--- config.mk ---
export PLATFORM = sky130hd
export DESIGN_NAME = rdd_mul
export DESIGN_NICKNAME = d
export VERILOG_FILES = /design/src/sv/rdd_pkg.sv /design/src/sv/rdd_mul.sv
export SDC_FILE = /design/constraint.sdc
export NUM_CORES = 2
export LEC_CHECK = 0
export ABC_CLOCK_PERIOD_IN_PS = 26900
export BUFFER_PORTS_ARGS = -buffer_cell sky130_fd_sc_hd__buf_4
export CAP_MARGIN = 20
export CORE_MARGIN = 5
export CORE_UTILIZATION = 70
export DETAILED_ROUTE_END_ITERATION = 16
export PLACE_DENSITY = 0.89
export REMOVE_ABC_BUFFERS = 1
export SYNTH_ARGS = -nofsm -noshare
export SYNTH_HDL_FRONTEND = slang
export SYNTH_SLANG_ARGS = --single-unit
--- constraint.sdc ---
create_clock -name clk -period 26.9 [get_ports clk]
set_input_delay 1.345 -clock clk [delete_from_list [all_inputs] [get_ports clk]]
set_output_delay 1.345 -clock clk [all_outputs]
set_load 0.05 [all_outputs]
--- src/sv/rdd_pkg.sv ---
package rdd_pkg;

  localparam int MAX_SPAN_DEF        = 32;
  localparam int DISP_FRAC_BITS_DEF  = 4;
  localparam int MIN_DISP_MARGIN_DEF = 12;

  localparam int CW  = 12;
  localparam int RW  = 48;
  localparam int DW  = 16;
  localparam int MDW = 9;
  localparam int CNTW = 11;
  localparam int QW  = 73;
  localparam int QSTEPS = 73;

  localparam logic [2:0] REG_MIN_DISP = 3'd0;
  localparam logic [2:0] REG_BASELINE = 3'd1;
  localparam logic [2:0] REG_W_OFFSET = 3'd2;
  localparam logic [2:0] REG_FOCAL    = 3'd3;
  localparam logic [2:0] REG_CENTER_X = 3'd4;
  localparam logic [2:0] REG_CENTER_Y = 3'd5;

  localparam logic [1:0] ST_OK       = 2'd0;
  localparam logic [1:0] ST_NO_VALID = 2'd1;
  localparam logic [1:0] ST_TOO_BIG  = 2'd2;

  typedef enum logic [3:0] {
    S_IDLE,
    S_MUL,
    S_WCHK,
    S_DIVZ,
    S_DIVY,
    S_DIVX,
    S_FOLD,
    S_DONE
  } state_t;

  typedef enum logic [1:0] {
    Q_Z,
    Q_Y,
    Q_X
  } qsel_t;

  typedef struct packed {
    logic start;
    logic busy;
    logic done;
  } div_ctl_t;

endpackage

--- src/sv/rdd_mul.sv ---
module rdd_mul (
  input  logic                     clk,
  input  logic                     start,
  input  logic signed [17:0]       a,
  input  logic signed [47:0]       b,
  input  logic signed [47:0]       c,
  output logic                     done,
  output logic signed [66:0]       p
);
  import rdd_pkg::*;

  logic signed [66:0] acc_r, acc_nxt;
  logic [1:0]         ph_r, ph_nxt;
  logic signed [47:0] b_r;
  logic signed [17:0] a_r;
  logic signed [66:0] pp;

  always_comb begin
    pp = 67'(a_r * $signed({1'b0, b_r[23:0]}));
    acc_nxt = acc_r;
    ph_nxt = ph_r;
    if (start) begin
      acc_nxt = 67'(c);
      ph_nxt = 2'd1;
    end else if (ph_r == 2'd1) begin
      acc_nxt = acc_r + pp;
      ph_nxt = 2'd2;
    end else if (ph_r == 2'd2) begin
      acc_nxt = acc_r + (67'(a_r * $signed(b_r[47:24])) <<< 24);
      ph_nxt = 2'd0;
    end
  end

  always_ff @(posedge clk) begin
    if (start) begin
      a_r <= a;
      b_r <= b;
    end
    acc_r <= acc_nxt;
    ph_r <= ph_nxt;
  end

  assign p = acc_r;
  assign done = (ph_r == 2'd0);
endmodule

Word level (Yosys, flattened, before mapping) --
Cells that the tools add are included.
Operators by class: $add $sub $neg 2, $mul 2, equal/unequal tests 2, mux-type cells 5, reductions and logical operators 3
Operators with widths (number):
- 67-bit 2-to-1 mux | 3
- 67-bit by 43-bit adder with 67-bit output | 1
- 67-bit by 66-bit adder with 67-bit output | 1
- 18-bit by 25-bit multiplier with 43-bit output | 1
- 18-bit by 24-bit multiplier with 42-bit output | 1
- 2-bit 2-to-1 mux | 2
- 3-bit nonzero test | 1
- 2-bit by 1-bit == test with 1-bit output, second input constant | 1
- 2-bit == test, second input constant | 1
- 2-bit zero test | 1
- 2-bit nonzero test | 1
Word-level totals: bits in registers 135, output and inout bits 68, word-level logic and storage cells 18

Logic depth before layout (Yosys ltp) --
depth after elaboration 5, mapped depth 40, mapped depth without buffers 39

Worst setup path before layout --
OpenSTA, ideal clock, no wires.
kind register to register, from register a_r[17], to register acc_r[66], in the netlist p[66], data pin, setup time 0.180 ns, arrival 8.609 ns, required time 26.720 ns, path slack 18.111 ns, cell stages (with the launch flop) 39, clock period less this slack 8.789 ns, path through edfxtp_1 -> clkbuf_1 -> inv_1 -> clkbuf_1 -> nor2_1 -> fa_1 -> fa_1 -> fa_1 -> fa_1 -> fa_1 -> inv_1 -> fa_1 -> inv_1 -> ha_1 -> or2_2 -> a21oi_1 -> a21oi_1 -> a211o_1 -> [... 3 more ...] -> a21oi_1 -> o21ai_0 -> nand2b_1 -> a21oi_1 -> xnor2_1 -> ha_1 -> and3_1 -> nand2_1 -> nor3_1 -> nor2b_1 -> a311oi_1 -> o31ai_1 -> a21o_1 -> nand2_1 -> o21ai_1 -> xor2_1 -> xnor2_1 -> a221oi_1
On the way: longest elaborated chain between the ends 5
Ends and longest elaborated chain:
- start, declared | RTL line rdd_mul.sv:15 | logic signed [17:0] a_r;
- start signal, assigned | RTL line rdd_mul.sv:36 | a_r <= a;
- 18-bit by 24-bit multiplier with 42-bit output | RTL line rdd_mul.sv:29 | acc_nxt = acc_r + (67'(a_r * $signed(b_r[47:24])) <<< 24);
- 67-bit by 66-bit adder with 67-bit output | RTL line rdd_mul.sv:29
- 67-bit 2-to-1 mux | RTL line rdd_mul.sv:28 | end else if (ph_r == 2'd2) begin
- 67-bit 2-to-1 mux * | RTL line rdd_mul.sv:25 | end else if (ph_r == 2'd1) begin
- 67-bit 2-to-1 mux * | RTL line rdd_mul.sv:22 | if (start) begin
- named net acc_nxt[66] | RTL line rdd_mul.sv:12 | logic signed [66:0] acc_r, acc_nxt;
- end signal, assigned | RTL line rdd_mul.sv:39 | acc_r <= acc_nxt;
- end, declared | RTL line rdd_mul.sv:12
The timed path passes the listed nets; every way through them passes the cells marked *. The select of a mux whose other input is x is not followed. A chain may end at the register's enable or synchronous reset.

Final worst setup path --
from register a_r[4], to register acc_r[66], in the netlist p[66], data pin
Same word-level chain as after synthesis.

==> flow_summary.json <==
{
  "gp_congestion": 0.990,
  "dp_hpwl_mm": 86.8,
  "row_count": 88,
  "flow.area_growth_from_synthesis_pct": 5.86,
  "routed_wirelength_mm": 111,
  "relSlewSlack_pct": 28.4,
  "share_of_the_yosys_chip_area_belonging_to_registers_pct": 10.0,
  "min_period_ps": 9870,
  "synth_top_flop_cell": "edfxtp_1",
  "numClockSinks": 135,
  "cts_buffers": 17,
  "post_synth_num_cell_types": 75,
  "drt_first_iter_violations": 2698,
  "multi_input_comb_area_um2": 31800,
  "core_region_area_um2": 57400,
  "cts_root_buffer": "clkbuf_16",
  "grt_first_pass_wirelength_mm": 180,
  "netlist_area_um2": 40300,
  "worstSkewPairLatency_ps": 520,
  "dieWidth_um": 250,
  "final_nets": 5790,
  "via_per_inst": 6.07,
  "die-area_um2": 62400,
  "critical_path.slowest_cell": "edfxtp_1",
  "numPortBuffers": 183,
  "cts_repair_resize_count": 0,
  "route.antenna.remaining_nets": 0,
  "most-common-layout-cells": "inv_1 (976), fa_1 (819), nand2_1 (676)",
  "max_freq_mhz": 101,
  "regToRegStartpoint": "a_r[4]",
  "setup.worst_path.class": "flop to flop",
  "grt_pass1_vias": 34600,
  "timing.critical_path.from_type": "flop",
  "timing.critical_path.slowest_cell_delay_ps": 850,
  "clk_transition_reported_paths_ps": 80,
  "drt_pre_antenna_iters": 6,
  "grt_use_total_pct": 36.6,
  "ys_warn_count": 0,
  "htreeDepth": 4,
  "syn_area_per_cell_um2": 9.08,
  "min_delay_path_depth": 2,
  "worst_setup_skew_after_layout_ps": 19.7,
  "tightest_slew_ps": 1070,
  "worstPathMaxFanout": 32,
  "rsz_0062_raised_after_global_routing": "no",
  "synth-edff-count": 133,
  "whs_endpoint": "ph_r[1]",
  "drt_drc_violations_left": 0,
  "cts.hold.buffers_added": 0,
  "worst_r2r_path_depth": 36,
  "antenna_found_initial": 2,
  "timing.hold.worst.start": "ph_r[1]",
  "routed_length_per_placed_instance_um": 21.2,
  "worstSetupEndpointType": "flop",
  "post_synth_inst_count": 4432,
  "timing.setup.tns_ps": 0,
  "overflow": 0,
  "final_setup_fails": 0,
  "ios": 184,
  "cp.required_ps": 27110,
  "ys_ff_latch": 135,
  "dieHeight_um": 250,
  "floorplan.initialDensity_pct": 70.2,
  "postSynth.asyncResetShare_pct": 0,
  "num_vias": 31800,
  "final-max-slew-violation-count": 0,
  "post-cts-setup-buffer-count": 0,
  "share_of_post_route_cells_with_drive_strength_above_1_pct": 6.10,
  "reg2reg_setup_slack_ps": 17030,
  "cts_tree": "built",
  "timing.max_cap.violations": 0,
  "register_area_um2": 4030,
  "worst_r2r_endpoint": "p[66]",
  "number_of_hold_violations_in_the_final_report": 0,
  "final_common_cell": "inv_1",
  "critical_path.most_common_cell": "fa_1",
  "min_path_type": "flop to flop",
  "cts-root-to-sink-buffers": 2,
  "fillerInstances": 3880,
  "status": "completed",
  "grt_max_degree": 76,
  "finalCritPeriodShare_pct": 36.7,
  "timing.critical_path.arrival_ps": 10070
}
per-stage QoR:
stage / util, % / cell area, um^2 / setup slack, ps / hold WS, ps / std cells
4_1_cts: 74.3 / 42600 / 17240 / 532 / 5227
3_3_place_gp: 73.2 / 42000 / 17510 / 502 / 5193
3_5_place_dp: 73.3 / 42000 / 17310 / 517 / 5195
6_report: 74.3 / 42600 / 17030 / 528 / 5228
2_1_floorplan: - / 39400 / 17630 / 486 / 4217
5_1_grt: 74.3 / 42600 / 16400 / 565 / 5227
final cells by class:
class	count	area share, %
Sequential cell	135	9.47
Timing Repair Buffer	213	3.78
Clock buffer	18	1.01
Tap cell	765	2.25
Multi-Input combinational cell	3105	74.5
Inverter	977	8.61
Clock inverter	14	0.385
Antenna cell	1	0.00587
kinds of logic after synthesis:
logic type                 count (synthesis)  share of synthesized area (%)
and+or+nand+nor                         1207                           13.9
muxes                                      4                         0.0995
buffers and inverters                   1192                           11.1
xor gates and xnor gates                 141                           3.07
AOI/OAI and AO/OA                        528                           8.45
adders and majority gates               1225                           53.3
DFF                                      135                           10.0
worst max-delay path, delay by kind of cell, from the launching register on:
kind            cells  cell delay (ps)
flops               1              850
fa+ha+maj           8             3220
simple gates        7             1020
buf+inv             5              860
compound gates     13             3100
xor+xnor            3              510
layer usage:
layer  track usage [%]  routed length [um]  up-vias  share of wire [%]
li1                  -                   -    13600                  -
met1              48.2               40700    15700                 37
met2              57.1               51300     2030                 46
met3              10.8               13800      417                 12
met4              15.6                5180        2                4.7
met5                 0                  13        -              0.012
cells in the mapped netlist (all sizes together), types with 15 or more instances:
cell type  instances  area (um^2)
a211oi            30          253
inv              976         3660
clkbuf           211          792
nand3             33          165
xor2              49          429
nand2b            46          288
a221oi            17          168
nor3              16         80.1
ha               406         5080
o21bai            31          240
a21o              62          465
and2             274         1710
o21a              15          113
xnor2             92          806
fa               819        16400
nor2b             16          100
nand2            676         2540
o21ai            122          611
nor2              94          353
edfxtp           133         3990
a21oi            165          826
worst max path at each step:
stage,start,to,slack [ps],cells after the start
finish,a_r[4],p[66],17030,36
global route,a_r[4],p[66],16400,38
floorplan,a_r[17],p[66],17630,36
detailed placement,a_r[4],p[66],17310,36
global placement,a_r[4],p[66],17510,38
CTS,a_r[4],p[66],17240,36
state kept, by name, indices dropped and copies added (netlist names):
signal and flops:
ph_r 2, a_r 18, p 67, b_r 48
Power is not shown: default switching activity piles up to over one toggle a cycle in this logic, so the estimate is an artifact.
