--- config.mk ---
export PLATFORM = sky130hd
export DESIGN_NAME = rdd_div
export DESIGN_NICKNAME = d
export VERILOG_FILES = /design/src/sv/rdd_pkg.sv /design/src/sv/rdd_div.sv
export SDC_FILE = /design/constraint.sdc
export NUM_CORES = 1
export LEC_CHECK = 0
export BUFFER_PORTS_ARGS = -buffer_cell sky130_fd_sc_hd__buf_2
export CORE_ASPECT_RATIO = 0.9
export CORE_MARGIN = 4
export CORE_UTILIZATION = 30
export CTS_CLUSTER_DIAMETER = 150
export DETAILED_ROUTE_END_ITERATION = 7
export SYNTH_ARGS = -nofsm -noshare
export SYNTH_HDL_FRONTEND = slang
export SYNTH_SLANG_ARGS = --single-unit
--- constraint.sdc ---
create_clock -name clk -period 27.9 [get_ports clk]
set_input_delay 5.58 -clock clk [delete_from_list [all_inputs] [get_ports clk]]
set_output_delay 5.58 -clock clk [all_outputs]
set_load 0.01 [all_outputs]
--- src/sv/rdd_pkg.sv ---
package rdd_pkg;

  localparam int MAX_SPAN_DEF        = 32;
  localparam int DISP_FRAC_BITS_DEF  = 4;
  localparam int MIN_DISP_MARGIN_DEF = 12;

  localparam int CW  = 12;
  localparam int RW  = 48;
  localparam int DW  = 16;
  localparam int MDW = 9;
  localparam int CNTW = 11;
  localparam int QW  = 73;
  localparam int QSTEPS = 73;

  localparam logic [2:0] REG_MIN_DISP = 3'd0;
  localparam logic [2:0] REG_BASELINE = 3'd1;
  localparam logic [2:0] REG_W_OFFSET = 3'd2;
  localparam logic [2:0] REG_FOCAL    = 3'd3;
  localparam logic [2:0] REG_CENTER_X = 3'd4;
  localparam logic [2:0] REG_CENTER_Y = 3'd5;

  localparam logic [1:0] ST_OK       = 2'd0;
  localparam logic [1:0] ST_NO_VALID = 2'd1;
  localparam logic [1:0] ST_TOO_BIG  = 2'd2;

  typedef enum logic [3:0] {
    S_IDLE,
    S_MUL,
    S_WCHK,
    S_DIVZ,
    S_DIVY,
    S_DIVX,
    S_FOLD,
    S_DONE
  } state_t;

  typedef enum logic [1:0] {
    Q_Z,
    Q_Y,
    Q_X
  } qsel_t;

  typedef struct packed {
    logic start;
    logic busy;
    logic done;
  } div_ctl_t;

endpackage

--- src/sv/rdd_div.sv ---
module rdd_div (
  input  logic                  clk,
  input  logic                  rst_n,
  input  logic                  start,
  input  logic signed [66:0]    num,
  input  logic signed [66:0]    den,
  output rdd_pkg::div_ctl_t     ctl,
  output logic signed [47:0]    q
);
  import rdd_pkg::*;

  logic [65:0] mn_r, md_r;
  logic [67:0] rem_r, rem_nxt;
  logic [46:0] q_r, q_nxt;
  logic        over_r, over_nxt, neg_r, busy_r;
  logic [6:0]  b_r;
  logic [67:0] sh;
  logic        bit_in;
  logic [66:0] an, ad;

  always_comb begin
    an = num[66] ? 67'(-num) : num;
    ad = den[66] ? 67'(-den) : den;
    bit_in = (b_r >= 7'd24) ? mn_r[b_r - 7'd24] : 1'b0;
    sh = {rem_r[66:0], bit_in};
    rem_nxt = sh;
    q_nxt = q_r;
    over_nxt = over_r;
    if (sh >= {2'b0, md_r}) begin
      rem_nxt = sh - {2'b0, md_r};
      if (b_r >= 7'd47) over_nxt = 1'b1;
      else q_nxt[b_r[5:0]] = 1'b1;
    end
  end

  always_ff @(posedge clk) begin
    if (!rst_n) begin
      busy_r <= 1'b0;
    end else if (start) begin
      busy_r <= 1'b1;
      b_r <= 7'(QSTEPS - 1);
      mn_r <= an[65:0];
      md_r <= ad[65:0];
      neg_r <= num[66] ^ den[66];
      rem_r <= '0;
      q_r <= '0;
      over_r <= 1'b0;
    end else if (busy_r) begin
      rem_r <= rem_nxt;
      q_r <= q_nxt;
      over_r <= over_nxt;
      if (b_r == 7'd0) busy_r <= 1'b0;
      else b_r <= b_r - 7'd1;
    end
  end

  always_comb begin
    if (neg_r) q = over_r ? {1'b1, 47'd0} : 48'(-$signed({1'b0, q_r}));
    else       q = over_r ? {1'b0, {47{1'b1}}} : {1'b0, q_r};
  end

  assign ctl.start = start;
  assign ctl.busy  = busy_r;
  assign ctl.done  = !busy_r;
endmodule

* After elaboration in Yosys (flattened, before gate mapping)
Index checks and enable logic that the tools add are counted.
Word-level totals: word-level logic and storage cells 58, output and inout bits 51, input port bits 137, flip-flop bits (word level) 256
Operators by class: add/sub/neg operators 6, $lt $le $gt $ge 6, equality and inequality tests 2, mux-type cells 23, bitwise operators 2, reductions and logical operators 11
Operators with widths (number):
- $mux 47 | 4
- $mux 67 | 2
- $mux 66 | 2
- $neg 66->66 | 2
- $mux 48 | 2
- $ge 68x66->1 | 1
- $sub 67x66->67 | 1
- $neg 47->48 | 1
- $or 47x47->47 | 1
- $mux 7 | 2
- $mux 1 | 9
- $lt 7x8->1 const B | 1
- $reduce_and 4->1 | 2
- $bmux 1 s7 | 1
- $ge 7x5->1 const B | 1
- $ge 7x6->1 const B | 1
- $logic_not 7->1 | 1
- $lt 6x7->1 const B | 1
- $sub 7x1->7 const B | 1
- $sub 7x5->7 const B | 1
- $demux 1 s6 | 1
- $ge 6x1->1 const B | 1
- $reduce_bool 2->1 | 3
- $ne 2x2->1 const B | 2
- 5 further kinds | 6

* Longest topological paths before layout
Gate-level depths: netlist (run 1).
depth in word-level cells 8, gate-level depth with buffers 23, gate-level depth less buffers 19

* Least setup slack after synthesis (run 1)
OpenSTA, ideal clock, no wires.
kind in2out, start input port start, end output port ctl[2] in the netlist's numbering, stages 1, arrival 5.699 ns, path buffers 1, required time 22.320 ns, setup slack 16.621 ns, path through buf_4
RTL lines:
- start, declared | line rdd_div.sv:4 | input logic start,
- end, declared | line rdd_div.sv:7 | output rdd_pkg::div_ctl_t ctl,
No word-level cell between the ends.

* Worst setup path after layout (run 1)
start input port start, end output port ctl[2] in the netlist's numbering
No word-level cell between the ends.

==> flow_summary.yaml, run 1 <==
floorplanning:
  die_h_um: 246
  core_region_area_mm2: 0.0617
  initial_core_util_pct: 30.5
  die-area_mm2: 0.0668
  io_pins: 188
  row_count: 86
  die_w_um: 272
grt:
  grt_pass1_vias: 15700
  overflow: 0
  grt_max_degree: 72
  grt_pass1_wl_mm: 85.6
  grtUsageTotal_pct: 15.5
  antenna_found_initial: 0
clock_tree:
  tritoncts.num_buffers: 30
  cts_tree: "done"
  htreeDepth: 1
  clock_sinks: 256
  postCtsSetupRepairBufs: 0
  cts.repair.resized: 0
  clock_latency_ns: 0.59
  cts_hold_buf: 0
  clock_tree.root_cell: "clkbuf_16"
  path_clk_slew_ns: 0.06
  clockBufferDepth: 3
pwr:
  power.density_mw_per_mm2: 58.9
  comb_power_share_pct: 27.4
  p_leak_nw: 7.84
  pwr-share-seq_pct: 38.2
  switching_share_pct: 31.3
  p_sw_mw: 0.399
  p_total_mw: 1.28
  p_int_mw: 0.878
  p_clk_share_pct: 34.4
  irDropWorstVdd_v: 0.0000483
routing:
  vias_per_cell: 5.33
  first_iter_violations: 1274
  route.antenna.remaining_nets: 0
  drc: 0
  via_count: 16500
  wire_per_inst_um: 17.5
  totalWireLength_mm: 54.2
  dr.pass1.iters: 5
critical_path:
  cp_slowest_stage_delay_ns: 0.13
  required_ns: 22.32
  worstPathMaxFanout: 3
  crit_family: "buffers and inverters"
  startpoint_type: "primary input"
  r2r_slack_ns: 19.63
  rr_worst_depth: 21
  cp_slowest_cell: "buf_2"
  rr_startpoint: "b_r[1]"
  reg2reg_to: "q_r[12]"
  worstSetupEndpointType: "output port"
  worstSetupPathType: "primary input to output port"
  crit_arrival_ns: 5.83
  crit_buf_inv: 2
  path_cells: "buf_4 -> buf_2"
layout:
  antenna_cells: 0
  final_util_pct: 35.1
  multi_input_area_mm2: 0.0104
  drive_gt1_share_pct: 13.6
  nets: 2440
  syn_to_final_growth_pct: 15.2
  regArea_mm2: 0.00768
  fillers: 6250
synth:
  syn_nets: 2312
  synthFlopType: "edfxtp_1"
  synth-async-reset-ratio_pct: 0
  syn_area_per_cell_um2: 8.96
  synth_enable_flop_cells: 255
  yosysWarningCount: 0
  synthesis.instances: 2099
  yosysSeqAreaShare_pct: 40.8
  ys_types: 79
  ys_ff_latch: 256
  synth_area_mm2: 0.0188
timing:
  drv_slew: 0
  rsz0062_at_grt: "no"
  finalCritPeriodShare_pct: 40.9
  slew_headroom_pct: 17.4
  finalSetupViolCount: 0
  clock_skew_ns: 0.0146
  max_freq_ghz: 0.0876
  hold_viol: 0
  setup_tns_ns: 0
  timing_worst_slew_pin_value_ns: 1.23
  period_needed_ns: 11.41
  hold_slack_ns: 0.558
hold_path:
  hold_class: "register to register"
  min_path_cells: 1
  min_from: "b_r[0]"
  hold_end: "b_r[0]"
placement:
  place_congestion: 0.900
  dp_hpwl_mm: 39.7
  io_buffers: 187
outcome:
  status: "finished clean"
job:
  cap_viol_max_count: 0
==> logic make-up after synthesis <==
kind of cell             synth area share (%)
buffers and inverters                    4.21
adder cells (fa/ha/maj)                  5.09
XOR/XNOR                                 8.71
multiplexers                             1.22
flip-flops                               40.8
AO/OA/AOI/OAI                            20.4
AND/OR/NAND/NOR                          19.5
==> power by group through the flow <==
stage               logic (mW)  clock network, mW  registers, mW
global route             0.390              0.468          0.491
global placement         0.343                  0          0.494
finish                   0.350              0.439          0.488
CTS                      0.349              0.451          0.488
detailed placement       0.347                  0          0.495
floorplan                0.252                  0          0.490
==> layer usage <==
layer,wire length (um),GRT usage (%)
met5,0,0
met4,1190,3.75
met3,2660,1.89
met2,24900,25.3
met1,25400,21.9
==> flip-flops by register name, indices dropped and copies added, names as in the netlist <==
| name | flops |
|---|---|
| b_r | 7 |
| busy_r | 1 |
| mn_r | 66 |
| over_r | 1 |
| md_r | 66 |
| q_r | 47 |
| rem_r | 67 |
| neg_r | 1 |
==> layout by cell type (no fill, tap or decap), drive strengths merged, types with 8 or more instances in the layout <==
cell type / count
edfxtp: 255
a21oi: 230
buf: 205
nand2: 204
nor2: 193
xnor2: 160
o21ai: 137
inv: 97
ha: 75
nor3: 59
or3: 46
o31ai: 35
clkbuf: 33
nand4: 30
xor2: 27
nand3: 26
or4: 26
o22ai: 24
a21o: 22
nor4: 21
o21a: 20
a211oi: 19
nand2b: 19
o41ai: 19
nor3b: 19
nor2b: 18
a31oi: 18
or2: 15
o21bai: 15
mux2i: 14
clkinv: 14
and3: 11
nand3b: 11
o22a: 10
a21boi: 10
a22o: 9
o211ai: 8
bufinv: 8
and2: 8
==> cell usage after synthesis, types with 19 or more instances <==
cell / instances / area [um2]
a211oi_1: 19 / 143
a21o_1: 22 / 165
a21oi_1: 230 / 1150
clkbuf_1: 96 / 360
edfxtp_1: 255 / 7660
ha_1: 75 / 938
inv_1: 96 / 360
nand2_1: 204 / 766
nand2b_1: 19 / 119
nand3_1: 26 / 130
nand4_1: 30 / 188
nor2_1: 193 / 724
nor3_1: 59 / 295
nor3b_1: 19 / 143
nor4_1: 20 / 125
o21a_1: 20 / 150
o21ai_0: 136 / 681
o22ai_1: 24 / 150
o31ai_1: 34 / 255
o41ai_1: 19 / 166
or3_1: 43 / 269
or4_1: 21 / 158
xnor2_1: 160 / 1400
xor2_1: 27 / 236
==> layout make-up <==
cell class                      count  share of cell area (%)
Clock buffer                       33                    3.52
Clock inverter                     23                    1.61
Inverter                           99                    1.72
Multi-Input combinational cell   1635                    47.9
Sequential cell                   256                    35.4
Tap cell                          836                    4.83
Timing Repair Buffer              205                    4.95
==> worst max path at each step <==
stage,from,to,slack [ns],cells past startpoint
global route,start,ctl[2],16.47,2
finish,start,ctl[2],16.49,2
floorplan,start,ctl[2],16.62,1
detailed placement,start,ctl[2],16.48,2
CTS,start,ctl[2],16.48,2
global placement,start,ctl[2],16.48,2
==> stage by stage <==
stage	instance area, um2	cells	setup WS, ns
3_5_place_dp	20600	3031	16.48
2_1_floorplan	18800	2099	16.62
3_3_place_gp	20600	3031	16.48
5_1_grt	21700	3087	16.47
4_1_cts	21700	3087	16.48
6_report	21700	3087	16.49
(Power assumes the default switching activity.)
==> run 2, diff against run 1 <==
- clock period: 27.9 -> 9.98 ns (I/O delays scaled with it)
==> run 2 against run 1 <==
Power increased to 2.7 times the previous value. Cell area fell by 0.74%. Setup slack lost 14 ns. Register-to-register slack got worse by 17 ns. Cell count barely moved. Largest cell class unchanged.
==> flow_summary.yaml, run 2 (synthesized netlist as in run 1, its figures left out) <==
outcome:
  status: "finished clean"
pwr:
  p_clk_share_pct: 31.7
  irDropWorstVdd_v: 0.000125
  p_total_mw: 3.44
  comb_power_share_pct: 28.5
  p_int_mw: 2.34
  p_leak_nw: 7.76
  pwr-share-seq_pct: 39.9
  power.density_mw_per_mm2: 160
  switching_share_pct: 32.0
  p_sw_mw: 1.10
critical_path:
  rr_startpoint: "b_r[1]"
  cp_slowest_stage_delay_ns: 0.89
  startpoint_type: "register"
  required_ns: 10.29
  worstSetupPathType: "register to register"
  worstPathMaxFanout: 62
  critical_path.startpoint: "b_r[1]"
  worstSetupEndpointType: "register"
  cp_slowest_cell: "nor3_1"
  rr_worst_depth: 20
  reg2reg_to: "rem_r[51]"
  crit_arrival_ns: 7.53
  path_cells: "clkinv_1 -> nor3_1 -> a22o_1 -> a211oi_1 -> a32o_1 -> a311oi_1 -> a21boi_0 -> nor3b_1 -> ha_1 -> fa_1 -> nand2b_1 -> a21oi_1 -> o21ai_0 -> o21ai_0 -> o21ai_0 -> a211o_1 -> nand2_2 -> buf_4 -> nor2_1 -> a22o_1"
  crit_top_cell: "o21ai_0"
  cp-endpoint: "rem_r[51]"
  r2r_slack_ns: 2.75
job:
  cap_viol_max_count: 0
timing:
  max_freq_ghz: 0.138
  timing_worst_slew_pin_value_ns: 1.20
  hold_viol: 0
  finalCritPeriodShare_pct: 72.4
  rsz0062_at_grt: "no"
  finalSetupViolCount: 0
  clock_skew_ns: 0.0203
  slew_headroom_pct: 19.3
  period_needed_ns: 7.23
  drv_slew: 0
  setup_tns_ns: 0
layout:
  layout_commonest_cell: "edfxtp_1"
  antenna_cells: 0
  mostFrequentLayoutCells: "edfxtp_1, a21oi_1, nand2_1"
  regArea_mm2: 0.00768
  largest_register: "rem_r"
  drive_gt1_share_pct: 13.2
  nets: 2440
  syn_to_final_growth_pct: 14.3
  largest_reg_flops: 67
  final_cell_area_mm2: 0.0215
  multi_input_area_mm2: 0.0104
  fillers: 6293
  top_regs: "rem_r (67), md_r (66), mn_r (66)"
  final_util_pct: 34.9
floorplanning:
  row_count: 86
  core_region_area_mm2: 0.0617
  die_h_um: 246
  die-area_mm2: 0.0668
  die_w_um: 272
  io_pins: 188
  initial_core_util_pct: 30.5
routing:
  vias_per_cell: 5.35
  totalWireLength_mm: 55.0
  drc: 0
  dr.pass1.iters: 6
  wire_per_inst_um: 17.8
  via_count: 16500
  first_iter_violations: 1519
  route.antenna.remaining_nets: 0
clock_tree:
  cts.repair.resized: 0
  cts_hold_buf: 0
  clock_latency_ns: 0.57
  path_clk_slew_ns: 0.06
  clock_sinks: 256
  htreeDepth: 1
  clock_tree.root_cell: "clkbuf_16"
  tritoncts.num_buffers: 31
  cts_tree: "done"
  postCtsSetupRepairBufs: 0
  clockBufferDepth: 3
placement:
  dp_hpwl_mm: 41.0
  io_buffers: 187
  placed_area_mm2: 0.0205
  place_congestion: 0.917
grt:
  grt_pass1_wl_mm: 87.0
  overflow: 0
  grt_pass1_vias: 15700
  grtUsageTotal_pct: 15.7
  antenna_found_initial: 0
  grt_max_degree: 89
hold_path:
  hold_class: "register to register"
  min_from: "rem_r[33]"
==> run 2: cell count changes in the layout (fill, tap and decap cells not counted), moves of 2 or more <==
cell	change
bufinv_16	-5
clkbuf_1	+3
nor3_1	+3
nor3_2	-3
clkinv_1	+2
clkinv_2	-2
inv_6	+2
==> run 2: worst min path at each step <==
stage / endpoint / slack [ns] / cells after the start
final: rem_r[34] / 0.58 / 1
after global routing: rem_r[34] / 0.62 / 1
after CTS: rem_r[58] / 0.58 / 1
after detailed placement: rem_r[58] / 0.57 / 1
after global placement: rem_r[58] / 0.56 / 1
after floorplan: rem_r[63] / 0.54 / 2
==> run 2: power by group through the flow <==
stage | clock (mW) | sequential, mW | combinational (mW)
detailed placement | 0 | 1.39 | 0.968
floorplan | 0 | 1.37 | 0.705
global route | 1.16 | 1.38 | 1.09
global placement | 0 | 1.39 | 0.957
CTS | 1.11 | 1.37 | 0.974
finish | 1.09 | 1.37 | 0.980
==> run 2: worst max-delay path: cells and delay by family, from the launching register on <==
| family | cells | cell delay [ns] |
|---|---|---|
| AO/OA/AOI/OAI | 11 | 2.80 |
| buffers and inverters | 2 | 1.05 |
| flip-flops | 1 | 0.81 |
| AND/OR/NAND/NOR | 5 | 1.68 |
| adder cells (fa/ha/maj) | 2 | 0.60 |
==> run 2: layout make-up <==
| type | count | share of cell area (%) |
|---|---|---|
| clock inverter | 19 | 0.832 |
| clock buffer | 37 | 3.71 |
| tap | 836 | 4.86 |
| multi-input combinational | 1635 | 48.2 |
| inverter | 99 | 1.73 |
| sequential | 256 | 35.7 |
| timing repair buffer | 204 | 4.96 |
==> run 2: layer usage <==
| layer | global-route usage [%] | vias to the layer above | wire length [um] |
|---|---|---|---|
| li1 | - | 8027 | - |
| met4 | 3.53 | 0 | 1210 |
| met1 | 22.2 | 7923 | 25900 |
| met2 | 25.7 | 466 | 25300 |
| met3 | 1.99 | 81 | 2630 |
| met5 | 0 | - | 0 |
==> run 2: stage by stage <==
| stage | setup slack (ns) | hold WS, ns | cells |
|---|---|---|---|
| after floorplan | 1.17 | 0.541 | 2099 |
| after global placement | 3.18 | 0.560 | 3030 |
| after detailed placement | 2.90 | 0.566 | 3030 |
| after CTS | 2.85 | 0.585 | 3086 |
| after global routing | 2.22 | 0.616 | 3086 |
| final | 2.75 | 0.584 | 3086 |
